$ cat src/design/rkfrf_pkg.sv
// Package: types, frame constants and key ROMs of the remote key frame repeat filter.
package rkfrf_pkg;

    localparam logic [7:0] START_REMOTE  = 8'h63;
    localparam logic [7:0] START_PANEL   = 8'h51;
    localparam logic [7:0] START_STANDBY = 8'h80;

    localparam logic [2:0] LAST_REMOTE  = 3'd4;
    localparam logic [2:0] LAST_PANEL   = 3'd2;
    localparam logic [2:0] LAST_STANDBY = 3'd1;
    localparam logic [2:0] KEY_POS_REMOTE = 3'd3;
    localparam logic [2:0] KEY_POS_PANEL  = 3'd1;

    localparam logic [10:0] UNKNOWN_KEY = 11'h7FF;

    localparam logic [7:0]  MAX_RATE_RESET  = 8'd3;
    localparam logic [15:0] MAX_DELAY_RESET = 16'd150;
    localparam logic [7:0]  RATE_SAT        = 8'd255;

    localparam logic [7:0] REG_MAX_RATE  = 8'd0;
    localparam logic [7:0] REG_MAX_DELAY = 8'd1;

    localparam int QUEUE_DEPTH_DEFAULT = 2;

    typedef enum logic [1:0] {
        FK_REMOTE,
        FK_PANEL,
        FK_STANDBY
    } frame_kind_t;

    // Decoded frame handed from the assembler to the repeat filter
    typedef struct packed {
        logic [10:0] code;
        logic        panel;
        logic [31:0] stamp;
    } frame_evt_t;

    // Result item
    typedef struct packed {
        logic [9:0] key_code;
        logic       from_panel;
    } key_evt_t;

    function automatic logic [9:0] remote_rom(input logic [6:0] b);
        logic [9:0] r;
        case (b)
            7'h00: r = 10'd103;
            7'h01: r = 10'd108;
            7'h02: r = 10'd106;
            7'h03: r = 10'd105;
            7'h04: r = 10'd139;
            7'h06: r = 10'd138;
            7'h07: r = 10'd119;
            7'h08: r = 10'd365;
            7'h0A: r = 10'd116;
            7'h0C: r = 10'd113;
            7'h0D: r = 10'd388;
            7'h10: r = 10'd11;
            7'h11: r = 10'd2;
            7'h12: r = 10'd3;
            7'h13: r = 10'd4;
            7'h14: r = 10'd5;
            7'h15: r = 10'd6;
            7'h16: r = 10'd7;
            7'h17: r = 10'd8;
            7'h18: r = 10'd9;
            7'h19: r = 10'd10;
            7'h1C: r = 10'd102;
            7'h1F: r = 10'd352;
            7'h48: r = 10'd401;
            7'h49: r = 10'd400;
            7'h4A: r = 10'd399;
            7'h4B: r = 10'd398;
            7'h4E: r = 10'd115;
            7'h4F: r = 10'd114;
            7'h54: r = 10'd128;
            7'h55: r = 10'd207;
            7'h56: r = 10'd167;
            7'h58: r = 10'd168;
            7'h5C: r = 10'd208;
            7'h5E: r = 10'd104;
            7'h5F: r = 10'd109;
            default: r = 10'd0;
        endcase
        return r;
    endfunction

    function automatic logic [9:0] panel_rom(input logic [7:0] b);
        logic [9:0] r;
        case (b)
            8'h01: r = 10'd104;
            8'h02: r = 10'd109;
            8'h03: r = 10'd114;
            8'h04: r = 10'd115;
            default: r = 10'd0;
        endcase
        return r;
    endfunction

endpackage

$ cat src/design/rkfrf_fifo.sv
// Module: small register queue with simultaneous push and pop.
module rkfrf_fifo #(
    parameter int DEPTH = rkfrf_pkg::QUEUE_DEPTH_DEFAULT,
    parameter int WIDTH = 1
) (
    input  logic             clk,
    input  logic             rst_n,
    input  logic             push,
    input  logic [WIDTH-1:0] wr_data,
    output logic             full,
    input  logic             pop,
    output logic [WIDTH-1:0] rd_data,
    output logic             empty
);
    localparam int PTR_W = $clog2(DEPTH);
    localparam int CNT_W = $clog2(DEPTH + 1);
    localparam logic [PTR_W-1:0] PTR_LAST = PTR_W'(DEPTH - 1);
    localparam logic [CNT_W-1:0] CNT_FULL = CNT_W'(DEPTH);

    logic [WIDTH-1:0] mem_reg [DEPTH];
    logic [PTR_W-1:0] wr_ptr_reg, wr_ptr_next;
    logic [PTR_W-1:0] rd_ptr_reg, rd_ptr_next;
    logic [CNT_W-1:0] count_reg, count_next;
    logic             do_push, do_pop;

    assign full    = (count_reg == CNT_FULL);
    assign empty   = (count_reg == '0);
    assign do_push = push && !full;
    assign do_pop  = pop && !empty;
    assign rd_data = mem_reg[rd_ptr_reg];

    always_comb
    begin
        wr_ptr_next = wr_ptr_reg;
        rd_ptr_next = rd_ptr_reg;
        count_next  = count_reg;
        if (do_push)
        begin
            wr_ptr_next = (wr_ptr_reg == PTR_LAST) ? '0 : wr_ptr_reg + 1'b1;
        end
        if (do_pop)
        begin
            rd_ptr_next = (rd_ptr_reg == PTR_LAST) ? '0 : rd_ptr_reg + 1'b1;
        end
        if (do_push && !do_pop)
        begin
            count_next = count_reg + 1'b1;
        end
        else if (do_pop && !do_push)
        begin
            count_next = count_reg - 1'b1;
        end
    end

    always_ff @(posedge clk or negedge rst_n)
    begin
        if (!rst_n)
        begin
            wr_ptr_reg <= '0;
            rd_ptr_reg <= '0;
            count_reg  <= '0;
        end
        else
        begin
            wr_ptr_reg <= wr_ptr_next;
            rd_ptr_reg <= rd_ptr_next;
            count_reg  <= count_next;
        end
    end

    always_ff @(posedge clk)
    begin
        if (do_push)
        begin
            mem_reg[wr_ptr_reg] <= wr_data;
        end
    end

    a_count_bound: assert property (@(posedge clk) disable iff (!rst_n)
        count_reg <= CNT_FULL)
        else $error("queue count beyond depth");

    a_push_counts: assert property (@(posedge clk) disable iff (!rst_n)
        (do_push && !do_pop) |=> count_reg == $past(count_reg) + 1'b1)
        else $error("push without pop did not grow the queue");

    a_ptr_gap: assert property (@(posedge clk) disable iff (!rst_n)
        empty |-> wr_ptr_reg == rd_ptr_reg)
        else $error("empty queue with pointers apart");
endmodule

$ cat src/design/rkfrf_front.sv
// Module: frame assembler and key ROM lookup.
module rkfrf_front (
    input  logic                   clk,
    input  logic                   rst_n,
    input  logic                   byte_valid,
    input  logic [7:0]             rx_byte,
    input  logic [31:0]            now_ms,
    output logic                   evt_push,
    output rkfrf_pkg::frame_evt_t  evt
);
    rkfrf_pkg::frame_kind_t kind_reg, kind_next;
    logic [2:0]             cnt_reg, cnt_next;
    logic [7:0]             key_reg, key_next;
    logic [2:0]             last_idx;
    logic [9:0]             rom_code;

    always_comb
    begin
        case (kind_reg)
            rkfrf_pkg::FK_REMOTE:  last_idx = rkfrf_pkg::LAST_REMOTE;
            rkfrf_pkg::FK_PANEL:   last_idx = rkfrf_pkg::LAST_PANEL;
            rkfrf_pkg::FK_STANDBY: last_idx = rkfrf_pkg::LAST_STANDBY;
            default:               last_idx = rkfrf_pkg::LAST_STANDBY;
        endcase
    end

    // Look up from the held key byte; mask bit 7 of the remote key
    assign rom_code = (kind_reg == rkfrf_pkg::FK_PANEL) ? rkfrf_pkg::panel_rom(key_reg)
                                                        : rkfrf_pkg::remote_rom(key_reg[6:0]);

    always_comb
    begin
        kind_next = kind_reg;
        cnt_next  = cnt_reg;
        key_next  = key_reg;
        evt_push  = 1'b0;
        evt.code  = (rom_code == '0) ? rkfrf_pkg::UNKNOWN_KEY : {1'b0, rom_code};
        evt.panel = (kind_reg == rkfrf_pkg::FK_PANEL);
        evt.stamp = now_ms;
        if (byte_valid)
        begin
            if (cnt_reg == '0)
            begin
                cnt_next = 3'd1;
                case (rx_byte)
                    rkfrf_pkg::START_REMOTE:  kind_next = rkfrf_pkg::FK_REMOTE;
                    rkfrf_pkg::START_PANEL:   kind_next = rkfrf_pkg::FK_PANEL;
                    rkfrf_pkg::START_STANDBY: kind_next = rkfrf_pkg::FK_STANDBY;
                    default:                  cnt_next  = '0;
                endcase
            end
            else
            begin
                if ((kind_reg == rkfrf_pkg::FK_PANEL && cnt_reg == rkfrf_pkg::KEY_POS_PANEL) ||
                    (kind_reg == rkfrf_pkg::FK_REMOTE && cnt_reg == rkfrf_pkg::KEY_POS_REMOTE))
                begin
                    key_next = rx_byte;
                end
                if (cnt_reg == last_idx)
                begin
                    cnt_next = '0;
                    evt_push = (kind_reg != rkfrf_pkg::FK_STANDBY);
                end
                else
                begin
                    cnt_next = cnt_reg + 1'b1;
                end
            end
        end
    end

    always_ff @(posedge clk or negedge rst_n)
    begin
        if (!rst_n)
        begin
            kind_reg <= rkfrf_pkg::FK_STANDBY;
            cnt_reg  <= '0;
        end
        else
        begin
            kind_reg <= kind_next;
            cnt_reg  <= cnt_next;
        end
    end

    always_ff @(posedge clk)
    begin
        key_reg <= key_next;
    end

    a_cnt_bound: assert property (@(posedge clk) disable iff (!rst_n)
        cnt_reg <= rkfrf_pkg::LAST_REMOTE)
        else $error("frame byte count out of range");

    a_push_at_end: assert property (@(posedge clk) disable iff (!rst_n)
        evt_push |=> cnt_reg == '0)
        else $error("frame handed on without closing");

    a_no_standby_push: assert property (@(posedge clk) disable iff (!rst_n)
        evt_push |-> kind_reg != rkfrf_pkg::FK_STANDBY)
        else $error("standby frame handed on");
endmodule

$ cat src/design/rkfrf_back.sv
// Module: repeat filter with its configuration registers.
module rkfrf_back (
    input  logic                   clk,
    input  logic                   rst_n,
    input  logic                   cfg_write,
    input  logic [7:0]             cfg_index,
    input  logic [15:0]            cfg_data,
    input  logic                   evt_valid,
    input  rkfrf_pkg::frame_evt_t  evt,
    output logic                   evt_pop,
    input  logic                   res_full,
    output logic                   res_push,
    output rkfrf_pkg::key_evt_t    res
);
    logic [7:0]  max_rate_reg;
    logic [15:0] max_delay_reg;
    logic [10:0] last_key_reg;
    logic [31:0] last_stamp_reg;
    logic [7:0]  repeat_reg, repeat_next;
    logic [31:0] gap;
    logic [7:0]  repeat_sat;
    logic        is_new, pass;

    assign evt_pop    = evt_valid && !res_full;
    assign gap        = evt.stamp - last_stamp_reg;
    // A zero stamp counts as no gap
    assign is_new     = (evt.code != last_key_reg) ||
                        ((last_stamp_reg != '0) && (gap > {16'd0, max_delay_reg}));
    assign repeat_sat = (repeat_reg == rkfrf_pkg::RATE_SAT) ? repeat_reg : repeat_reg + 1'b1;
    assign pass       = is_new || (repeat_sat >= max_rate_reg);
    assign repeat_next = pass ? '0 : repeat_sat;

    assign res_push       = evt_pop && pass && (evt.code != rkfrf_pkg::UNKNOWN_KEY);
    assign res.key_code   = evt.code[9:0];
    assign res.from_panel = evt.panel;

    always_ff @(posedge clk or negedge rst_n)
    begin
        if (!rst_n)
        begin
            max_rate_reg   <= rkfrf_pkg::MAX_RATE_RESET;
            max_delay_reg  <= rkfrf_pkg::MAX_DELAY_RESET;
            last_key_reg   <= '0;
            last_stamp_reg <= '0;
            repeat_reg     <= '0;
        end
        else
        begin
            if (cfg_write && cfg_index == rkfrf_pkg::REG_MAX_RATE)
            begin
                max_rate_reg <= cfg_data[7:0];
            end
            if (cfg_write && cfg_index == rkfrf_pkg::REG_MAX_DELAY)
            begin
                max_delay_reg <= cfg_data;
            end
            if (evt_pop)
            begin
                last_key_reg   <= evt.code;
                last_stamp_reg <= evt.stamp;
                repeat_reg     <= repeat_next;
            end
        end
    end

    a_push_needs_pop: assert property (@(posedge clk) disable iff (!rst_n)
        res_push |-> evt_pop && !res_full)
        else $error("result pushed without a frame taken");

    a_emit_clears: assert property (@(posedge clk) disable iff (!rst_n)
        res_push |=> repeat_reg == '0)
        else $error("repeat count not cleared after a key");

    a_unknown_silent: assert property (@(posedge clk) disable iff (!rst_n)
        (evt_pop && evt.code == rkfrf_pkg::UNKNOWN_KEY) |-> !res_push)
        else $error("unknown key emitted");

    a_key_tracks: assert property (@(posedge clk) disable iff (!rst_n)
        evt_pop |=> last_key_reg == $past(evt.code))
        else $error("last key not updated");
endmodule

$ cat src/design/remote_key_frame_repeat_filter.sv
// Top level: remote key frame decoder with repeat filter.
//
//  channel | handshake            | payload
//  --------+----------------------+-------------------------------------
//  input   | push / full          | rx_byte[7:0], now_ms[31:0]
//  result  | empty / pop          | key_code[9:0], from_panel
//  config  | cfg_valid / cfg_ready| cfg_index[7:0], cfg_data[15:0]
//
//  One byte is accepted every cycle while full is low; the assembler never
//  stalls on its own. Completed frames queue up ahead of the filter.
//  full rises only when the frame queue is full, which happens when results
//  are not popped and the result queue has backed up behind it.
//  cfg_ready is always high; a write with an index beyond 1 is ignored.
//  rst_n clears the assembler, filter state and both queues at once.
module remote_key_frame_repeat_filter #(
    parameter int QUEUE_DEPTH = rkfrf_pkg::QUEUE_DEPTH_DEFAULT
) (
    input  logic        clk,
    input  logic        rst_n,
    input  logic        push,
    output logic        full,
    input  logic [7:0]  rx_byte,
    input  logic [31:0] now_ms,
    output logic        empty,
    input  logic        pop,
    output logic [9:0]  key_code,
    output logic        from_panel,
    input  logic        cfg_valid,
    output logic        cfg_ready,
    input  logic [7:0]  cfg_index,
    input  logic [15:0] cfg_data
);
    localparam int EVT_W = $bits(rkfrf_pkg::frame_evt_t);
    localparam int RES_W = $bits(rkfrf_pkg::key_evt_t);

    logic                  byte_valid;
    logic                  fq_push, fq_pop, fq_empty;
    rkfrf_pkg::frame_evt_t fq_in, fq_out;
    logic                  rq_push, rq_full;
    rkfrf_pkg::key_evt_t   rq_in, rq_out;

    // Take a byte whenever the frame queue has room
    assign byte_valid = push && !full;
    assign cfg_ready  = 1'b1;

    rkfrf_front u_front (
        .clk        (clk),
        .rst_n      (rst_n),
        .byte_valid (byte_valid),
        .rx_byte    (rx_byte),
        .now_ms     (now_ms),
        .evt_push   (fq_push),
        .evt        (fq_in)
    );

    // Decoded frames wait here so the assembler and filter stall apart
    rkfrf_fifo #(
        .DEPTH (QUEUE_DEPTH),
        .WIDTH (EVT_W)
    ) u_frame_q (
        .clk     (clk),
        .rst_n   (rst_n),
        .push    (fq_push),
        .wr_data (fq_in),
        .full    (full),
        .pop     (fq_pop),
        .rd_data (fq_out),
        .empty   (fq_empty)
    );

    rkfrf_back u_back (
        .clk       (clk),
        .rst_n     (rst_n),
        .cfg_write (cfg_valid && cfg_ready),
        .cfg_index (cfg_index),
        .cfg_data  (cfg_data),
        .evt_valid (!fq_empty),
        .evt       (fq_out),
        .evt_pop   (fq_pop),
        .res_full  (rq_full),
        .res_push  (rq_push),
        .res       (rq_in)
    );

    // Hold emitted keys until the consumer pops them
    rkfrf_fifo #(
        .DEPTH (QUEUE_DEPTH),
        .WIDTH (RES_W)
    ) u_result_q (
        .clk     (clk),
        .rst_n   (rst_n),
        .push    (rq_push),
        .wr_data (rq_in),
        .full    (rq_full),
        .pop     (pop),
        .rd_data (rq_out),
        .empty   (empty)
    );

    assign key_code   = rq_out.key_code;
    assign from_panel = rq_out.from_panel;
endmodule

$ cat config.mk
export PLATFORM = sky130hd
export DESIGN_NAME = remote_key_frame_repeat_filter
export DESIGN_NICKNAME = d
export VERILOG_FILES = /design/src/design/rkfrf_pkg.sv /design/src/design/rkfrf_fifo.sv /design/src/design/rkfrf_front.sv /design/src/design/rkfrf_back.sv /design/src/design/remote_key_frame_repeat_filter.sv
export SDC_FILE = /design/constraint.sdc
export NUM_CORES = 1
export LEC_CHECK = 0
export BUFFER_PORTS_ARGS = -buffer_cell sky130_fd_sc_hd__buf_2
export CORE_ASPECT_RATIO = 1.1
export CORE_MARGIN = 2
export CORE_UTILIZATION = 63
export CTS_CLUSTER_DIAMETER = 30
export DETAILED_ROUTE_END_ITERATION = 16
export PLACE_DENSITY = 0.83
export SLEW_MARGIN = 30
export SYNTH_ARGS = -nofsm -noshare
export SYNTH_HDL_FRONTEND = slang
export SYNTH_SLANG_ARGS = --single-unit
$ cat constraint.sdc
create_clock -name clk -period 9.3 [get_ports clk]
set_input_delay 0.465 -clock clk [delete_from_list [all_inputs] [get_ports clk]]
set_output_delay 0.465 -clock clk [all_outputs]
set_load 0.1 [all_outputs]
Yosys cells after proc, flatten, opt, wreduce, memory -nomap -nowiden
Memories as Yosys holds them, arrays and structs flattened. A register that Yosys moved wholly into a read port is not among the register bits.
Cells that the tools add are included.
- add/subtract/negate cells: 11
- order comparisons: 2
- equality and inequality tests: 18
- muxes and demuxes: 26
- bitwise logic cells: 1
- reductions and logical operators: 41
- operators with widths (cell ; count):
    > comparator 32 x 16 -> 1 bit ; 1
    nonzero test 32 bit ; 1
    subtractor 32 bit ; 1
    case mux 7 bit (4 select lines) ; 1
    logical AND 1 bit ; 17
    equality test 8 x 1 -> 1 bit, second input constant ; 2
    equality test 8 x 2 -> 1 bit, second input constant ; 2
    equality test 8 x 7 -> 1 bit, second input constant ; 2
    equality test 8 bit, second input constant ; 2
    two-way mux 8 bit ; 2
    two-way mux 1 bit ; 12
    two-way mux 11 bit ; 1
    != test 11 bit ; 1
    != test 11 bit, second input constant ; 1
    zero test 10 bit ; 1
    two-way mux 10 bit ; 1
    adder 8 x 1 -> 8 bit, second input constant ; 1
    equality test 8 x 3 -> 1 bit, second input constant ; 1
    >= comparator 8 bit ; 1
    zero test 1 bit ; 8
    zero test 8 bit ; 1
    two-way mux 2 bit ; 4
    two-way mux 7 bit ; 1
    zero test 2 bit ; 3
    20 further kinds ; 31
- register bits: 96
- RAM bits: 110
- memory bits (read-only): 1152
- input bits: 69
- output and inout bits: 14
- logic and storage cells: 116
- memories kept: 3
- memory list (name ; depth ; width ; rd ports ; clocked after Yosys merged registers in ; wr ports ; RTL line ; source):
    (name not given) ; 128 ; 9 ; 1 ; 1 ; 0 ; rkfrf_pkg.sv:46 ; case (b)
    u_frame_q.mem_reg ; 2 ; 44 ; 1 ; 0 ; 1 ; rkfrf_fifo.sv:20 ; logic [WIDTH-1:0] mem_reg [DEPTH];
    u_result_q.mem_reg ; 2 ; 11 ; 1 ; 0 ; 1 ; rkfrf_fifo.sv:20 ;

Depth between registers and ports, before layout
An unclocked memory read counts as a cell.
- depth in word-level cells: 13
- mapped depth: 31
- gate-level depth less buffers: 28

Modules after synthesis
Synthesis repeated with hierarchy kept, for this count alone.
- cells, all modules: 1232
- area total of the unflattened synthesis: 13065.0 sq um
- by module, submodules not included (module ; times used ; cells each ; area each (sq um) ; sequential area each (sq um)):
    rkfrf_back ; 1 ; 725 ; 6052.1 ; 1884.3
    rkfrf_fifo at u_frame_q ; 1 ; 156 ; 3572.2 ; 2742.6
    rkfrf_front ; 1 ; 294 ; 2409.8 ; 546.8
    rkfrf_fifo at u_result_q ; 1 ; 53 ; 1002.2 ; 760.7
    remote_key_frame_repeat_filter ; 1 ; 4 ; 28.8 ; 0.0

Least setup slack after synthesis
OpenSTA, ideal clock, no wires.
- path type: reg2reg
- from: register u_frame_q.rd_ptr_reg
- to: register u_result_q.count_reg[1]
- setup time: 0.080 ns
- data arrival time: 5.721 ns
- data required time: 9.220 ns
- setup slack: 3.499 ns
- cell stages (with the launch flop): 27
- path buffers: 3
- clock period less this slack: 5.801 ns
- cells stage by stage: dfrtp_1 > buf_6 > buf_2 > buf_1 > mux2_2 > ha_1 > a211oi_1 > nor2_1 > a211oi_1 > and2_1 > o21ai_0 > xor2_1 > ha_1 > nand4_1 > nor2_1 > a221o_1 > o31a_1 > a2111oi_0 > nand3_1 > nor4_1 > nand4_1 > o31a_1 > nand2_1 > inv_2 > ha_1 > nor2_1 > xnor2_1
- RTL lines (element ; RTL line ; source):
    start: declaration ; rkfrf_fifo.sv:22 ; logic [PTR_W-1:0] rd_ptr_reg, rd_ptr_next;
    start signal: assignment ; rkfrf_fifo.sv:66 ; rd_ptr_reg <= rd_ptr_next;
    end signal: assignment ; rkfrf_fifo.sv:67 ; count_reg <= count_next;
    end: declaration ; rkfrf_fifo.sv:23 ; logic [CNT_W-1:0] count_reg, count_next;

==> results.toml <==
[sta]
setup_viol = 0
setup_tns_ps = 0
finalHoldViolCount = 0
max_slew_margin = 0.424
rsz0062_at_grt = "false"
fmax_ghz = 0.156
period_needed_ps = 6420
worst_pin_slew_ps = 864
whs_ps = 144
post-route-period-util = 0.691
fin_worst_skew_ps = 25.7
slew_violations = 0

[synthesis]
ys.flop_type = "edfxtp_1"
synth_cell_types = 77
netlist_area_um2 = 11800
synth_top_area_share = 0.296
yosysMostFrequentCell = "edfxtp_1"
yosys-top-cells-area = "edfxtp_1 (30%), dfrtp_1 (17%), mux2_2 (8.7%)"
yosysTopAreaCell = "edfxtp_1"
ys_seq_area_frac = 0.497
synth-edff-count = 116
async_flop_share = 0.410
synth_fp_nets = 1206
avgSynthCellArea_um2 = 11.1
synth_seq_cells = 212
synthTopCellsByCount = "edfxtp_1 (116), mux2_2 (91), nand2_1 (85)"
ys_warn_count = 0
syn_inst = 1062

[grt]
grt_pass1_vias = 8556
antenna_found_initial = 1
grt_max_degree = 75
grt_pass1_wl_mm = 42.4
grt_util_all_layers = 0.268
grt_overflow = 0

[route]
dr.pass1.iters = 5
wl_per_cell_um = 18.1
vias = 8560
dr.first_iter.drc_count = 705
vias_per_cell = 5.97
route.detailed.drc = 0
ant_nets = 0
wirelength_mm = 26.0

[final_layout]
final-seq-area_um2 = 5850
drive_above_1_share = 0.235
multi_input_area_um2 = 5460
largest_reg_flops = 86
num-nets-final = 1302
nFillCells = 1205
area_growth_pct = 18.2
final_area_um2 = 13900

[setup_path]
cp_max_fo = 16
required_ps = 9730
startpoint_type = "flop"
startpoint = "u_frame_q.rd_ptr_reg"
timing.rr.start = "u_frame_q.rd_ptr_reg"
critical_path_class = "reg2reg"
crit_path_end_kind = "flop"
worstPathArrival_ps = 6860

[job]
drv_cap = 0

[power]
leakagePower_nw = 5.82
p_per_area_nw_per_um2 = 392
ir_drop_uv = 286
finalPower_mw = 5.45

[place]
gp_congestion = 0.986
dpl_cell_area_um2 = 12400
portBuffers = 81
dp_hpwl_mm = 17.7

[floorplanning]
io_pins = 83
die-area_um2 = 19800
core_area_um2 = 18300
die_h_um = 147
rows = 52
die_w_um = 134
initial_core_util = 0.641

[clock_tree]
cts.path.max_buffers = 3
cts_hold_buf = 1
cts_num_sinks = 212
clk_latency_ps = 520
cts.clk_slew.worst_paths_ps = 50
numCtsBuffers = 40
cts-htree-levels = 2
postCtsSetupRepairBufs = 0
cts_tree = "yes"
clockRootBuffer = "clkbuf_16"
postCtsResizedCells = 0

[min_path]
worstHoldStart = "now_ms[3]"
hp-class = "in2reg"

[status]
outcome = "complete, no violations"
-- power by group --
part           internal, mW  switching (mW)
clock network          1.07           0.486
registers              1.22           0.157
logic                 0.958            1.55
-- kinds of logic (layout without fill, tap and decap cells) --
family                   Yosys count  count (layout)  synth area share
AND/OR/NAND/NOR                  261             261             0.109
AO/OA/AOI/OAI                    228             228             0.127
flip-flops                       212             212             0.497
buffers and inverters            122             250            0.0412
multiplexers                     116             116             0.109
adder cells (fa/ha/maj)           75              75            0.0804
XOR/XNOR                          47              47            0.0350
other                              1               2          0.000319
-- stage by stage --
stage | util | instances | setup WS (ps)
2_1_floorplan | - | 1062 | 3500
6_report | 0.758 | 1434 | 2880
5_1_grt | 0.758 | 1433 | 2350
3_5_place_dp | 0.676 | 1358 | 3090
3_3_place_gp | 0.676 | 1358 | 3310
4_1_cts | 0.757 | 1433 | 2960
-- placed cells by master (no fill, tap or decap), drive strengths merged, types with 5 or more instances in the layout --
| master | n |
|---|---|
| a211oi | 11 |
| a21boi | 5 |
| a21o | 15 |
| a21oi | 59 |
| a31oi | 10 |
| and2 | 6 |
| buf | 90 |
| bufinv | 8 |
| clkbuf | 50 |
| clkinv | 9 |
| clkinvlp | 5 |
| dfrtp | 80 |
| dfstp | 7 |
| dfxtp | 9 |
| edfxtp | 116 |
| ha | 74 |
| inv | 87 |
| mux2 | 92 |
| mux2i | 24 |
| nand2 | 85 |
| nand2b | 12 |
| nand3 | 18 |
| nand4 | 18 |
| nor2 | 54 |
| nor2b | 8 |
| nor3 | 17 |
| nor4 | 21 |
| o211ai | 8 |
| o21a | 8 |
| o21ai | 56 |
| o21bai | 8 |
| o31ai | 7 |
| xnor2 | 32 |
| xor2 | 15 |
-- per-layer routing --
metal,share of wire,wire length [um],vias to the layer above,GRT usage
met2,0.50,13000,253,0.464
met1,0.43,11200,4170,0.345
met5,0,0,-,0
met4,0.018,476,0,0.0800
met3,0.052,1340,41,0.0462
li1,-,-,4096,-
-- worst max-delay path, cell delays in order (launching register included) --
cell,delay (ps)
dfrtp_2,640
mux2_2,410
ha_1,370
a211oi_1,250
nor2_1,70
a211oi_1,390
and2_1,230
o21ai_0,150
xor2_1,190
ha_1,340
nand4_1,160
nor4_1,360
nand4_1,180
o31a_1,170
a2111oi_0,440
nand3_1,130
nor4_1,280
nand4_1,130
o31a_1,520
nand2_1,250
inv_2,60
ha_1,190
xor2_1,150
nor2_1,140
xnor2_1,130
-- worst paths after layout --
kind / endpoint / slack (ps) / cells after the start
max: u_result_q.count_reg[1] / 2880 / 24
min: u_frame_q.mem_reg[1][3] / 140 / 1
max reg2reg: u_result_q.count_reg[1] / 2880 / 24
min reg2reg: u_back.last_key_reg[7] / 500 / 2
max in group asynchronous: u_frame_q.rd_ptr_reg / 7730 / 3
min in group asynchronous: u_back.repeat_reg[2] / 450 / 2
-- cell type report --
type | count | share of cell area
tap | 243 | 0.0219
sequential | 212 | 0.421
antenna | 1 | 0.000180
timing repair buffer | 91 | 0.0349
inverter | 85 | 0.0230
multi-input combinational | 728 | 0.393
clock inverter | 24 | 0.0266
clock buffer | 50 | 0.0799
No activity file was read; power rests on OpenSTA's default activity.
